### src/design/sbe_ram.sv
// ============================================================================
// Stack bytecode executor RAM
// Single write port, single registered read port memory. A read at the
// address written in the same cycle returns the new data.
// ============================================================================
`timescale 1ns / 1ps
`default_nettype none

module sbe_ram #(
    parameter int DEPTH = 256,
    parameter int WIDTH = 16,
    localparam int AW   = $clog2(DEPTH)
) (
    input  wire logic             i_clk,
    input  wire logic             i_we,
    input  wire logic [AW-1:0]    i_waddr,
    input  wire logic [WIDTH-1:0] i_wdata,
    input  wire logic             i_re,
    input  wire logic [AW-1:0]    i_raddr,
    output logic      [WIDTH-1:0] o_rdata
);

    logic [WIDTH-1:0] r_mem [DEPTH];
    logic [WIDTH-1:0] r_rdata;
    logic [WIDTH-1:0] r_wdata;
    logic             r_byp;

    // Write port.
    always_ff @(posedge i_clk) begin
        if (i_we) begin
            r_mem[i_waddr] <= i_wdata;
        end
    end

    // Registered read with write-through for a same-cycle write.
    always_ff @(posedge i_clk) begin
        if (i_re) begin
            r_rdata <= r_mem[i_raddr];
            r_byp   <= i_we && (i_waddr == i_raddr);
            r_wdata <= i_wdata;
        end
    end

    assign o_rdata = r_byp ? r_wdata : r_rdata;

endmodule

`default_nettype wire

### config.mk
export PLATFORM = sky130hd
export DESIGN_NAME = sbe_ram
export DESIGN_NICKNAME = d
export VERILOG_FILES = /design/src/design/sbe_ram.sv
export SDC_FILE = /design/constraint.sdc
export NUM_CORES = 2
export LEC_CHECK = 0
export BUFFER_PORTS_ARGS = -buffer_cell sky130_fd_sc_hd__buf_2
export CAP_MARGIN = 15
export CORE_MARGIN = 5
export CORE_UTILIZATION = 37
export DETAILED_ROUTE_END_ITERATION = 7
export MAX_ROUTING_LAYER = met4
export PLACE_DENSITY_LB_ADDON = 0.05
export SLEW_MARGIN = 20
export SYNTH_ARGS = -nofsm -noshare
export SYNTH_HDL_FRONTEND = slang
export SYNTH_SLANG_ARGS = --single-unit
export TNS_END_PERCENT = 5
### constraint.sdc
create_clock -name i_clk -period 4.3 [get_ports i_clk]
set_clock_uncertainty 0.1 [all_clocks]
set_input_delay 0.43 -clock i_clk [delete_from_list [all_inputs] [get_ports i_clk]]
set_output_delay 0.43 -clock i_clk [all_outputs]
set_load 0.02 [all_outputs]
Word level (Yosys, flattened, before mapping):

Memory sizes are Yosys's and may differ from the RTL's. A register that Yosys moved wholly into a read port is not among the register bits.
Cells that the tools add are included.

* word-level logic and storage cells: 8
* memories: 1
* flip-flop bits (word level): 17
* output and inout bits: 16
* bits in writable memories: 4096

Memory list
* r_mem: depth 256, bits a word 16, rd ports 1, clocked after Yosys merged registers in 1, write ports 1, RTL line 23 `logic [WIDTH-1:0] r_mem [DEPTH];`

* mux-type cells: 3
* eq/ne operators: 1
* reduce and logical (&&, ||, !) cells: 1

Operator list (count)
* $mux 16: 1
* $eq 8x8->1: 1
* $mux 1: 2
* $logic_and 1x1->1: 1

Depth between registers and ports, before layout:

* depth in word-level cells: 2
* gate-level depth with buffers: 13
* mapped depth without buffers: 7

Worst setup path before layout:

No wires, ideal clock.

* path type: input to register
* start point: input port i_waddr[3]
* end point: memory r_mem[235][0], enable pin
* data arrival time: 2.226 ns
* path buffers: 3
* data required time: 3.812 ns
* setup time: 0.388 ns
* cell stages on the path: 6
* slack: 1.586 ns
* path through: clkbuf_1 > nor2b_1 > clkbuf_1 > nand4_1 > clkbuf_1 > nor2_1

RTL lines
* start, declared: RTL line 16 `input wire logic [AW-1:0] i_waddr,`
* end, declared: RTL line 23

Straight into the memory's write port.

==> results by group <==
Placement
  – Placed Area: between 150000 and 200000 um^2
  – Dpl ws: -349 ps
  – GPL Wtd Cong: around 0.81
  – DP HPWL: 297000 um
  – PortBufs: 50

Layout
  – Post-layout net count: between 8000 and 9000
  – Layout area overhead: 16.0%
  – Area of the multi-input gates: 32800 um^2
  – Final Cell Area: ~180000 um^2
  – Fill cell count: 37408
  – Layout cells sized above 1: 0.265
  – Seq. cell area: 124000 um^2

Yosys
  – Top-area cell type share of the netlist area: 0.778
  – XOR/XNOR Fraction of Synth Area: 0.000440
  – Synth Cell Area: 159000 um^2
  – Mux cell area share after synthesis: 0.151
  – Area leader, netlist: edfxtp_1
  – Mapped Nets: 7439
  – Number of synthesized flops with an enable pin: 4129
  – Ys Warns: 0
  – Netlist cell types: 49
  – Register area share after synthesis: 0.778
  – Ranking of synthesized cells by area: edfxtp_1 (78%), mux4_2 (11%), mux2i_1 (3.9%)
  – Most used DFF post-synth: edfxtp_1
  – Synth Area in Adders: 0
  – Gate Count Post-Synth: ~7400
  – Synth Register Bits: 4129
  – Compound-gate portion of the synthesized area: 0.0365
  – Syn avg cell area: 21.5 um^2
  – Simple-Gate Fraction of Synth Area: 0.0153
  – Synth cell count leaders: edfxtp_1 (4129), mux4_2 (782), mux2i_1 (624)
  – Most frequent cell after synthesis: edfxtp_1
  – Async SR Flop Fraction: 0
  – Main combinational cell family by area after synthesis: multiplexers

Worst setup path
  – CP Max Fanout: 29
  – Req. time, crit path: 4980 ps
  – CP arrival: 4100 ps
  – Largest stage delay, worst path: between 700 and 800 ps
  – Crit path kind: input port to register
  – Slowest CP cell: o21ai_0
  – CP Launch Type: input port
  – Worst Setup End Kind: register
  – Family with the most delay on the worst path: buffers and inverters
  – CP dominant cell by count: buf_4
  – Worst path cell trace: buf_12 -> buf_4 -> buf_4 -> mux2i_1 -> o221ai_1 -> o22ai_1 -> o21ai_0 -> nand4_1 -> buf_4 -> nor4_1
  – WP buf/inv: 4

GRT
  – Global-route wire length before repair: 676000 um
  – Vias in the first global route: 80471
  – GR Overflow Total: 0
  – Antenna violations before repair: 34
  – Total track usage: 0.223
  – Pin count of the biggest net entering global routing: 117

STA
  – Setup TNS Final: 0 ps
  – Final min period: 3420 ps
  – Tcrit/Tclk final: 0.794
  – RSZ-0062 raised after global routing: no
  – Rel. slew slack: 0.207
  – Fmax: between 200 and 300 MHz
  – Setup ws final: 885 ps
  – Slew Viols, Final: 0
  – Final setup violation count: 0
  – Final Hold Viols: 0
  – Hold WS: around 66 ps
  – Slew of the pin with the lowest slew margin: between 1000 and 1500 ps

Power and ir drop
  – PD cells: 467 nW/um^2
  – Total chip power: 86.4 mW
  – Peak supply drop: 0.351 mV
  – P_leak: 58.9 nW

Status
  – Status: complete, no violations

Floorplan
  – IO Count: 51
  – Core Footprint: 430000 um^2
  – Initial core utilization: 0.371
  – Die X: 666 um
  – Die area: approximately 440000 um^2
  – Die H: between 600 and 700 um
  – Row Count: 241

Clock network
  – Clock tree sinks: 4129
  – CTS tree: built
  – Total CTS buffers: 451
  – Clock Path Buffers: 4
  – H-tree depth: 5
  – Clk root buf: clkbuf_16
  – Latest clock arrival within the worst-skew pair: 990 ps
  – Clock Pin Slew Worst Setup and Hold Paths: 60 ps
  – Gates resized, CTS repair: 0

Routing
  – DRT antenna net count: 0
  – Routed len/inst: about 34 um
  – Via count: 78831
  – DRC viols: 0
  – Routed vias/inst: 5.54
  – Initial DRC count: 7091
  – Pre-antenna DRT Iters: 5
  – Routed wire length: roughly 500000 um

Job
  – Max-cap violations: 0

Worst hold path
  – Worst hold path type: input port to register
power breakdown:
| group | total (mW) | switching [mW] | internal [mW] |
|---|---|---|---|
| Clock | 37.3 | 15.7 | 21.6 |
| Sequential | 44.5 | 0.0567 | 44.4 |
| Combinational | 4.60 | 3.07 | 1.54 |
placed cells by master, fill, tap and decap left out, types with 8 or more instances in the layout:
master         instances
mux2_2                18
nand3_2                9
a211oi_1               9
edfxtp_1            4129
clkinv_1             129
buf_2                 29
dlygate4sd3_1         19
buf_8                 18
clkbuf_16            465
nand4_1               24
a22o_1                26
nor3_1                85
o21ai_0               77
buf_12                81
o22ai_1              166
nor2_1               193
a21oi_1              140
nand2_1               63
nand3_1               27
buf_4                599
mux4_2               782
clkinv_2              74
a221oi_1              17
bufinv_16             33
nor2_2               103
a22oi_1               91
clkinvlp_4            14
nor4_1                19
clkbuf_1              89
inv_6                 11
o221ai_1             273
nor2b_1                8
mux2i_1              624
diode_2               11
worst register-to-register path: cells and delay by family (launching register included):
kind	cells	cell delay (ps)
AO/OA/AOI/OAI	2	1010
buffers and inverters	1	290
flip-flops	1	350
multiplexers	2	1120
AND/OR/NAND/NOR	1	120
final timing paths:
kind | slack (ps) | cells past startpoint | startpoint | endpoint
min reg2reg | 1000 | 5 | r_mem[86][3] | r_rdata[3]
max | 880 | 10 | i_raddr[0] | r_rdata[9]
max reg2reg | 1020 | 6 | r_mem[150][0] | r_rdata[0]
min | 70 | 2 | i_re | r_byp
layout make-up:
class                   instances  share of cell area
flip-flops and latches       4129               0.671
multi-input cells            2812               0.177
clock buffers                 554              0.0648
well taps                    5710              0.0387
repair buffers                749              0.0366
clock inverters               266              0.0116
inverters                       5            0.000169
diodes                         11            0.000149
through the flow:
stage,cells,utilization
finish,14236,0.430
global route,14229,0.430
CTS,14225,0.430
detailed placement,13386,0.397
global placement,13382,0.396
floorplan,7404,-
metal layers:
| metal | vias up | part of all wire | GRT usage |
|---|---|---|---|
| met5 | - | 0 | - |
| met3 | 572 | 0.043 | 0.0227 |
| met2 | 2067 | 0.50 | 0.365 |
| met1 | 43189 | 0.44 | 0.306 |
| met4 | 0 | 0.023 | 0.0469 |
| li1 | 33003 | - | - |
flip-flops by register name, indices dropped and copies added (netlist names):
name / flops
r_byp: 1
r_mem: 4096
r_rdata: 16
r_wdata: 16
cell families (layout without fill, tap and decap cells):
kind of cell,Yosys count,after routing
compound gates,821,821
flops,4129,4129
mux,1424,1424
xor+xnor,8,8
buf+inv,463,1574
simple gates,559,559
other cells,0,11
timing repair:
item	in CTS	in global routing
setup buffers	0	0
hold buffers	19	0
hold endpoints to repair	1088	0
No activity file was read; power rests on OpenSTA's default activity.
