==> config.mk <==
export PLATFORM = sky130hd
export DESIGN_NAME = sbe_pc_next
export DESIGN_NICKNAME = d
export VERILOG_FILES = /design/src/design/sbe_pkg.sv /design/src/design/sbe_pc_next.sv
export SDC_FILE = /design/constraint.sdc
export NUM_CORES = 1
export LEC_CHECK = 0
export ABC_AREA = 0
export BUFFER_PORTS_ARGS = -buffer_cell sky130_fd_sc_hd__buf_4
export CAP_MARGIN = 20
export CORE_MARGIN = 3
export CORE_UTILIZATION = 30
export DETAILED_ROUTE_END_ITERATION = 12
export GPL_ROUTABILITY_DRIVEN = 0
export GPL_TIMING_DRIVEN = 0
export SYNTH_ARGS = -nofsm -noshare
export SYNTH_HDL_FRONTEND = slang
export SYNTH_SLANG_ARGS = --single-unit
==> constraint.sdc <==
create_clock -name vclk -period 2.81
set_clock_uncertainty 0.15 [all_clocks]
set_input_delay 0.562 -clock vclk [all_inputs]
set_output_delay 0.562 -clock vclk [all_outputs]
set_load 0.01 [all_outputs]
==> src/design/sbe_pkg.sv <==
// ============================================================================
// Stack bytecode executor package
// Shared types and fixed constants for the stack machine executor: input
// item layout, opcode and fault codes, and program counter selection.
// ============================================================================
`timescale 1ns / 1ps
`default_nettype none

package sbe_pkg;

    // Width of one machine word on the value stack.
    localparam int WORD_W    = 16;
    // Width of the packed input tdata (opcode, operand, argument, padded).
    localparam int IN_DATA_W = 40;
    // Width of the biased jump offset and of its quotient by the program depth.
    localparam int OFS_W     = 17;

    typedef logic signed [WORD_W-1:0] t_word;

    // Kind of an input item.
    typedef enum logic [1:0] {
        OP_EXEC  = 2'd0,
        OP_ARG   = 2'd1,
        OP_START = 2'd2
    } t_op;

    // Instruction opcodes in dispatch order.
    typedef enum logic [3:0] {
        OPC_EXIT  = 4'd0,
        OPC_ADD   = 4'd1,
        OPC_PUSH  = 4'd2,
        OPC_POP   = 4'd3,
        OPC_PRINT = 4'd4,
        OPC_LT    = 4'd5,
        OPC_LDA   = 4'd6,
        OPC_STA   = 4'd7,
        OPC_JZ    = 4'd8,
        OPC_JMP   = 4'd9,
        OPC_LDB   = 4'd10,
        OPC_STB   = 4'd11,
        OPC_CALL  = 4'd12,
        OPC_RET   = 4'd13
    } t_opcode;

    // Fault raised by one item.
    typedef enum logic [1:0] {
        FLT_NONE  = 2'd0,
        FLT_OVER  = 2'd1,
        FLT_UNDER = 2'd2,
        FLT_INDEX = 2'd3
    } t_fault;

    // Source of the next program counter.
    typedef enum logic [2:0] {
        PC_HOLD,
        PC_INC,
        PC_JUMP,
        PC_RET,
        PC_ZERO
    } t_pc_sel;

    // One accepted input item.
    typedef struct packed {
        logic [1:0] op;
        t_word      arg;
        t_word      operand;
        logic [3:0] opcode;
    } t_item;

    // Result fields carried in tdata above the program counter, lowest last.
    typedef struct packed {
        t_fault fault;
        t_word  bottom;
        t_word  top;
        t_word  print_value;
        logic   halted;
    } t_status;

endpackage

`default_nettype wire

==> src/design/sbe_pc_next.sv <==
// ============================================================================
// Stack bytecode executor program counter unit
// Picks the next program counter: hold, increment, relative jump, return
// address or zero, all wrapping modulo the program depth. The jump offset
// arrives pre-reduced as a biased value and its quotient by the depth.
// ============================================================================
`timescale 1ns / 1ps
`default_nettype none

module sbe_pc_next import sbe_pkg::*; #(
    parameter int PROGRAM_DEPTH = 1024,
    localparam int PC_W         = $clog2(PROGRAM_DEPTH)
) (
    input  wire t_pc_sel         i_sel,
    input  wire logic [PC_W-1:0] i_pc,
    input  wire logic [OFS_W-1:0] i_xu,
    input  wire logic [OFS_W-1:0] i_q,
    input  wire logic [PC_W-1:0] i_ret,
    output logic      [PC_W-1:0] o_next_pc,
    output logic      [PC_W-1:0] o_pc_inc
);

    localparam logic [PC_W:0] DEPTH_C = (PC_W + 1)'(PROGRAM_DEPTH);

    logic [2*OFS_W-1:0] qp;
    logic [PC_W-1:0]    off;
    logic [PC_W:0]      jsum;
    logic [PC_W:0]      isum;
    logic [PC_W-1:0]    jpc;

    // Offset modulo depth: biased offset minus quotient times depth.
    assign qp   = (2 * OFS_W)'(i_q) * (2 * OFS_W)'(PROGRAM_DEPTH);
    assign off  = PC_W'((2 * OFS_W)'(i_xu) - qp);

    // Jump target and increment, each wrapped with one compare.
    assign jsum = {1'b0, i_pc} + {1'b0, off};
    assign jpc  = (jsum >= DEPTH_C) ? PC_W'(jsum - DEPTH_C) : PC_W'(jsum);
    assign isum = {1'b0, i_pc} + (PC_W + 1)'(1);
    assign o_pc_inc = (isum == DEPTH_C) ? '0 : PC_W'(isum);

    always_comb begin
        case (i_sel)
            PC_HOLD: o_next_pc = i_pc;
            PC_INC:  o_next_pc = o_pc_inc;
            PC_JUMP: o_next_pc = jpc;
            PC_RET:  o_next_pc = i_ret;
            PC_ZERO: o_next_pc = '0;
            default: o_next_pc = i_pc;
        endcase
    end

endmodule

`default_nettype wire
## Word-level counts from Yosys, hierarchy flattened

Cells that the tools add are included.

- Input bits: 57
- Flip-flop bits (word level): 0
- Word-level logic and storage cells: 13
- Output and inout port bits: 20

- Add/sub/neg operators: 4
- Muxes and demuxes: 3
- Eq/ne operators: 5
- $lt $le $gt $ge: 1

Operator list:

| operator | number |
|---|---|
| $pmux W10 S4 | 1 |
| $mux W10 | 2 |
| $sub A10 B1 Y10 const B | 2 |
| $add A10 B1 Y11 const B | 1 |
| $add A10 B10 Y11 | 1 |
| $eq A11 B11 Y1 const B | 1 |
| $ge A11 B11 Y1 const B | 1 |
| $eq A3 B2 Y1 const B | 2 |
| $eq A3 B1 Y1 const B | 1 |
| $eq A3 B3 Y1 const B | 1 |

## Depth between registers and ports, before layout

Gate-level depths: netlist of the first run.

- Depth after elaboration: 5
- Depth in mapped cells: 7
- Depth with buffers taken out: 7

## Worst setup path after synthesis of the first run

Ideal clock, no wire load.

- Kind: input to output
- Start: in i_pc[0]
- End: out o_next_pc[6]
- Arrival time: 2.106 ns
- Stages: 7
- Path slack: -0.008 ns
- Required time: 2.098 ns
- Path buffers: 0
- Cells stage by stage: ha_1 fa_1 a21o_1 a21oi_1 nand2b_1 nor4b_1 or3b_1

- Cells in the longest elaborated chain, start to end: 4
- Elaborated cells between the ends (all ways): 8
- Those cells by class: add/sub (3); order compare (1); eq/ne (1); mux (3)

RTL lines:

| what | line | text |
|---|---|---|
| from (decl) | sbe_pc_next.sv:15 | `input wire logic [PC_W-1:0] i_pc,` |
| $add A10 B10 Y11 / $add A10 B1 Y11 (equally long branches) | sbe_pc_next.sv:36, sbe_pc_next.sv:38 |  |
| $sub A10 B1 Y10 (tied with other cells) | sbe_pc_next.sv:37 | `assign jpc = (jsum >= DEPTH_C) ? PC_W'(jsum - DEPTH_C) : PC_W'(jsum);` |
| $mux W10 (on tied branches) | sbe_pc_next.sv:37, sbe_pc_next.sv:39 |  |
| $pmux W10 S4 * | sbe_pc_next.sv:42 | `case (i_sel)` |
| to (decl) | sbe_pc_next.sv:19 | `output logic [PC_W-1:0] o_next_pc,` |

Mark *: on every way between the ends. The rest lies on a longest branch, timed or not.

## Final worst setup path of the first run

Ends and elaborated chain as after synthesis.

==> results of run 1 <==
worst paths after layout:
kind  startpoint           end  depth (start not counted)
min      i_pc[9]   o_pc_inc[9]                          3
max      i_pc[0]  o_next_pc[6]                          9
metrics by stage:
step	utilization	setup TNS, ps	hold WS [ps]	cells
after floorplan	-	0	1020	152
after global placement	0.465	-1250	1260	248
after detailed placement	0.465	-1370	1270	248
after CTS	0.508	-622	1290	254
after global routing	0.527	-1140	1310	255
final	0.527	-632	1290	255
cells in the final DEF, fill, tap and decap left out, types with 2 or more instances in the layout:
master    count
a21oi_2       4
and3_1        3
o22ai_1       2
xnor2_1       5
ha_1          6
nand4b_1      2
buf_4        53
o211ai_1      5
ha_4          3
clkbuf_1      4
nand2_1      14
nand4_1       3
a21oi_1       9
inv_1         3
xor2_1        8
o21ai_0       9
a21o_1        4
mux2i_1       2
nor4_1        2
buf_2         2
nor2_1       13
nand2b_1      6
a31oi_1       2
or3_1         2
nand3_1       7
or3b_1        2
buf_6         6
kinds of logic (layout without fill, tap and decap cells):
group,count (synthesis),after routing
XOR/XNOR,14,14
AND/OR/NAND/NOR,62,62
buffers and inverters,11,70
adder cells (fa/ha/maj),11,11
multiplexers,4,4
AO/OA/AOI/OAI,50,50
where the power goes:
part	leakage (nW)	internal [mW]	switching, mW	total (mW)
Combinational	0.721	0.164	0.159	0.322
Sequential	0	0	0	0
Clock	0	0	0	0
Total	0.721	0.164	0.159	0.322
worst max-delay path, cell delays in order:
cell      delay [ps]
buf_8            100
ha_4             160
fa_2             330
a21o_1           190
a21oi_4          230
nand2b_4         170
nor4b_2           40
or3b_1           370
buf_6            130
cells in the mapped netlist (2+ instances only):
cell,count,share of area
a21oi_1,14,0.069
nand2_1,14,0.052
nor2_1,14,0.052
ha_1,10,0.12
o21ai_0,9,0.044
xor2_1,9,0.078
nand2b_1,7,0.043
nand3_1,7,0.034
o211ai_1,5,0.037
xnor2_1,5,0.043
a21o_1,4,0.030
clkbuf_1,4,0.015
and3_1,3,0.018
inv_1,3,0.011
nand4_1,3,0.018
o22ai_1,3,0.018
a31oi_1,2,0.012
buf_2,2,0.0099
mux2_2,2,0.022
mux2i_1,2,0.020
nand4b_1,2,0.017
nor4_1,2,0.012
or3_1,2,0.012
or3b_1,2,0.017
what timing repair did:
action,4_1_cts,5_1_grt
endpoints found under the setup margin,7,7
buffers inserted,6,1
pin swaps,10,12
gates resized for setup,18,12
cell type report:
class	count	area, µm²
fill	345	1490
buffer	8	40.0
timing repair buffer	59	469
inverter	3	11.3
tap	44	55.1
multi-input combinational	141	1090
per-layer routing:
layer,up-vias,part of all wire,global-route usage
li1,693,-,-
met1,661,0.43,0.234
met2,60,0.51,0.335
met3,6,0.052,0.00879
met4,0,0.011,0.0158
met5,-,0,0
==> out/metrics.cfg, run 1 <==
[synthesis]
yosysWarningCount = 0
netlist_instances = 152
syn_avg_cell_area_um2 = 6.68
synth_xor_area_frac = 0.121
netlist_area_mm2 = 0.00102
muxShareOfSynthArea = 0.0419
synth_top_family_by_area = compound AO/OA/AOI/OAI gates
synth_nets = 220
synth-seq-area-share = 0
yosys.cell_types.count = 46
synthAdderAreaFrac = 0.143
synth-simple-area-share = 0.318
synth-compound-area-share = 0.326

[cells_and_area]
area_growth_pct = 63.5
fin_area_mm2 = 0.00166
layout-drive-gt1-share = 0.403
final_nets = 281
clkbuf_count = 0
nFlopsAndLatches = 0
antennaDiodeCount = 0
seqCellArea_um2 = 0

[clock_tree]
cts_hold_buf = 0

[status]
violations = negative setup slack
outcome = complete, but fails checks

[place]
portBuffers = 52
hpwl_mm = 3.01
dpl_cell_area_mm2 = 0.00147
dp_slack_ps = -398

[critical_path]
cp_max_fo = 4
worstSetupPathType = in -> out
worst_setup_path_end_kind = output pin
cp-start-kind = primary input
required_ps = 2100
cp.arrival_ps = 2300

[power]
leakage_nw = 0.721
ir_drop_uv = 96.7
p_total_uw = 322
power_density_mw_per_mm2 = 194

[floorplan]
fp.dieArea_mm2 = 0.00412
die_y_um = 64.2
num_rows = 20
core-area_mm2 = 0.00315
initial_core_util = 0.322
die_w_um = 64.2
io_pins = 77

[routing]
drt_iter0_drc = 100
drc = 0
wl_mm = 3.95
wl_per_cell_um = 15.5
ant_nets = 0
vias = 1420
via_per_inst = 5.57
drt_pass1_iterations = 4

[timing]
worst_slack_ps = -200
finalMaxSlewViolations = 0
rsz0062_at_grt = true
period_minus_slack_ps = 3010
post-route-period-util = 1.07
setup_viol = 6
worstMarginPinSlew_ps = 534
slew_headroom = 0.644
clock.fmax_mhz = 332
finalHoldViolations = 0

[job]
drv_cap = 0

[global_route]
grt_pass1_wl_mm = 6.22
overflow = 0
track_usage = 0.180
grt_max_degree = 11
grt_pass1_vias = 1360
antenna_found_initial = 0

[min_path]
min_path_type = in -> out

Power figures use the tool's default switching activity.
==> run 2: changes to the inputs <==
SKIP_LAST_GASP = 1   (was not set)
SLEW_MARGIN = 15   (was not set)
==> run 2 against run 1 <==
Against the previous run: the run still ends with negative setup slack left; cell count unchanged; setup slack improved by 6.0 ps; power about the same; design area is the same; count of clock-buffer cells in the layout unchanged; critical path type unchanged.
==> out/metrics.cfg, run 2 (same netlist as run 1, synthesis figures left out) <==
[critical_path]
cp_max_fo = 4
critical_path_buf_inv_count = 2
worstPathCellList = buf_8 > ha_4 > fa_2 > a21o_1 > a21oi_4 > nand2b_4 > nor4b_2 > or3b_1 > buf_6
critical_path.top_delay_family = simple AND/OR/NAND/NOR gates
cp.arrival_ps = 2290
cpPeakStageDelay_ps = 370
worstSetupPathType = in -> out
required_ps = 2100
cp-start-kind = primary input
worst_setup_path_end_kind = output pin
critPathSlowestCell = or3b_1

[cells_and_area]
layout-drive-gt1-share = 0.403
clkbuf_count = 0
fin_area_mm2 = 0.00166
seqCellArea_um2 = 0
final_nets = 281
n_fill_cell = 345
mostFrequentLayoutCells = buf_4 (53), nand2_1 (14), nor2_1 (13), o21ai_0 (9), a21oi_1 (9)
final_cells = 255
nFlopsAndLatches = 0
final_common_cell = buf_4
final_util = 0.527
antennaDiodeCount = 0
area_growth_pct = 63.5

[global_route]
grt_pass1_vias = 1360
track_usage = 0.180
antenna_found_initial = 0
overflow = 0
grt_max_degree = 11
grt_pass1_wl_mm = 6.22

[timing]
clock.fmax_mhz = 333
setup_viol = 6
finalHoldViolations = 0
slew_headroom = 0.646
period_minus_slack_ps = 3000
post-route-period-util = 1.07
finalMaxSlewViolations = 0
worst_slack_ps = -194
rsz0062_at_grt = true
worstMarginPinSlew_ps = 531

[floorplan]
num_rows = 20
die_y_um = 64.2
initial_core_util = 0.322
die_w_um = 64.2
io_pins = 77
core-area_mm2 = 0.00315
fp.dieArea_mm2 = 0.00412

[min_path]
whs_path_depth = 3
min_to = o_pc_inc[9]
hp-start = i_pc[9]
min_path_type = in -> out

[power]
p_comb_frac = 1.000
power_switching_uw = 159
power_density_mw_per_mm2 = 194
pwr-share-clk = 0
p_total_uw = 323
ir_drop_uv = 97.2
p_seq_frac = 0
swShare = 0.493
leakage_nw = 0.721
p_int_uw = 164

[clock_tree]
cts_hold_buf = 0

[place]
portBuffers = 52
dp_slack_ps = -398
place_inst = 248
hpwl_mm = 3.01
dpl_cell_area_mm2 = 0.00147

[routing]
drc = 0
ant_nets = 0
vias = 1414
wl_mm = 3.95
via_per_inst = 5.55
drt_pass1_iterations = 4
drt_iter0_drc = 77
wl_per_cell_um = 15.5

[status]
violations = negative setup slack
outcome = complete, but fails checks

[job]
drv_cap = 0

-- run 2: cell counts in the layout (fill, tap and decap cells not counted) --
No cell type changed its count.
-- run 2: worst max-delay path by stage --
stage / start / endpoint / slack, ps / cells after the start
after global placement: i_pc[0] / o_next_pc[6] / -370 / 9
after CTS: i_pc[0] / o_next_pc[6] / -210 / 9
after detailed placement: i_pc[0] / o_next_pc[6] / -400 / 9
after global routing: i_pc[0] / o_next_pc[8] / -290 / 10
final: i_pc[0] / o_next_pc[6] / -190 / 9
after floorplan: i_pc[0] / o_next_pc[6] / 30 / 7
-- run 2: stage by stage --
step	TNS, ps	hold WS [ps]
finish	-642	1290
global route	-1140	1310
CTS	-622	1290
detailed placement	-1370	1270
global placement	-1250	1260
floorplan	0	1020
-- run 2: repair_timing --
item	CTS	global route
gates resized for setup	18	12
setup buffers	6	1
pin swaps	10	11
endpoints found under the setup margin	7	7
hold endpoints to repair	0	0
-- run 2: final cells by class --
cell class | count | area, µm² | area share
buffer | 8 | 40.0 | 0.0241
inverter | 3 | 11.3 | 0.00678
multi-input combinational | 141 | 1090 | 0.654
tap | 44 | 55.1 | 0.0331
timing repair buffer | 59 | 469 | 0.282
-- run 2: metal layers --
metal,wire length [µm],share of wire,global-route usage,vias up
li1,-,-,-,693
met1,1690,0.43,0.234,673
met2,2030,0.51,0.335,46
met3,212,0.054,0.00879,2
met4,19,0.0048,0.0158,0
met5,0,0,0,-
-- run 2: power by group through the flow --
stage	combinational, mW	sequential [mW]	clock [mW]
after floorplan	0.150	0	0
after global placement	0.266	0	0
after detailed placement	0.271	0	0
after CTS	0.303	0	0
after global routing	0.350	0	0
final	0.323	0	0
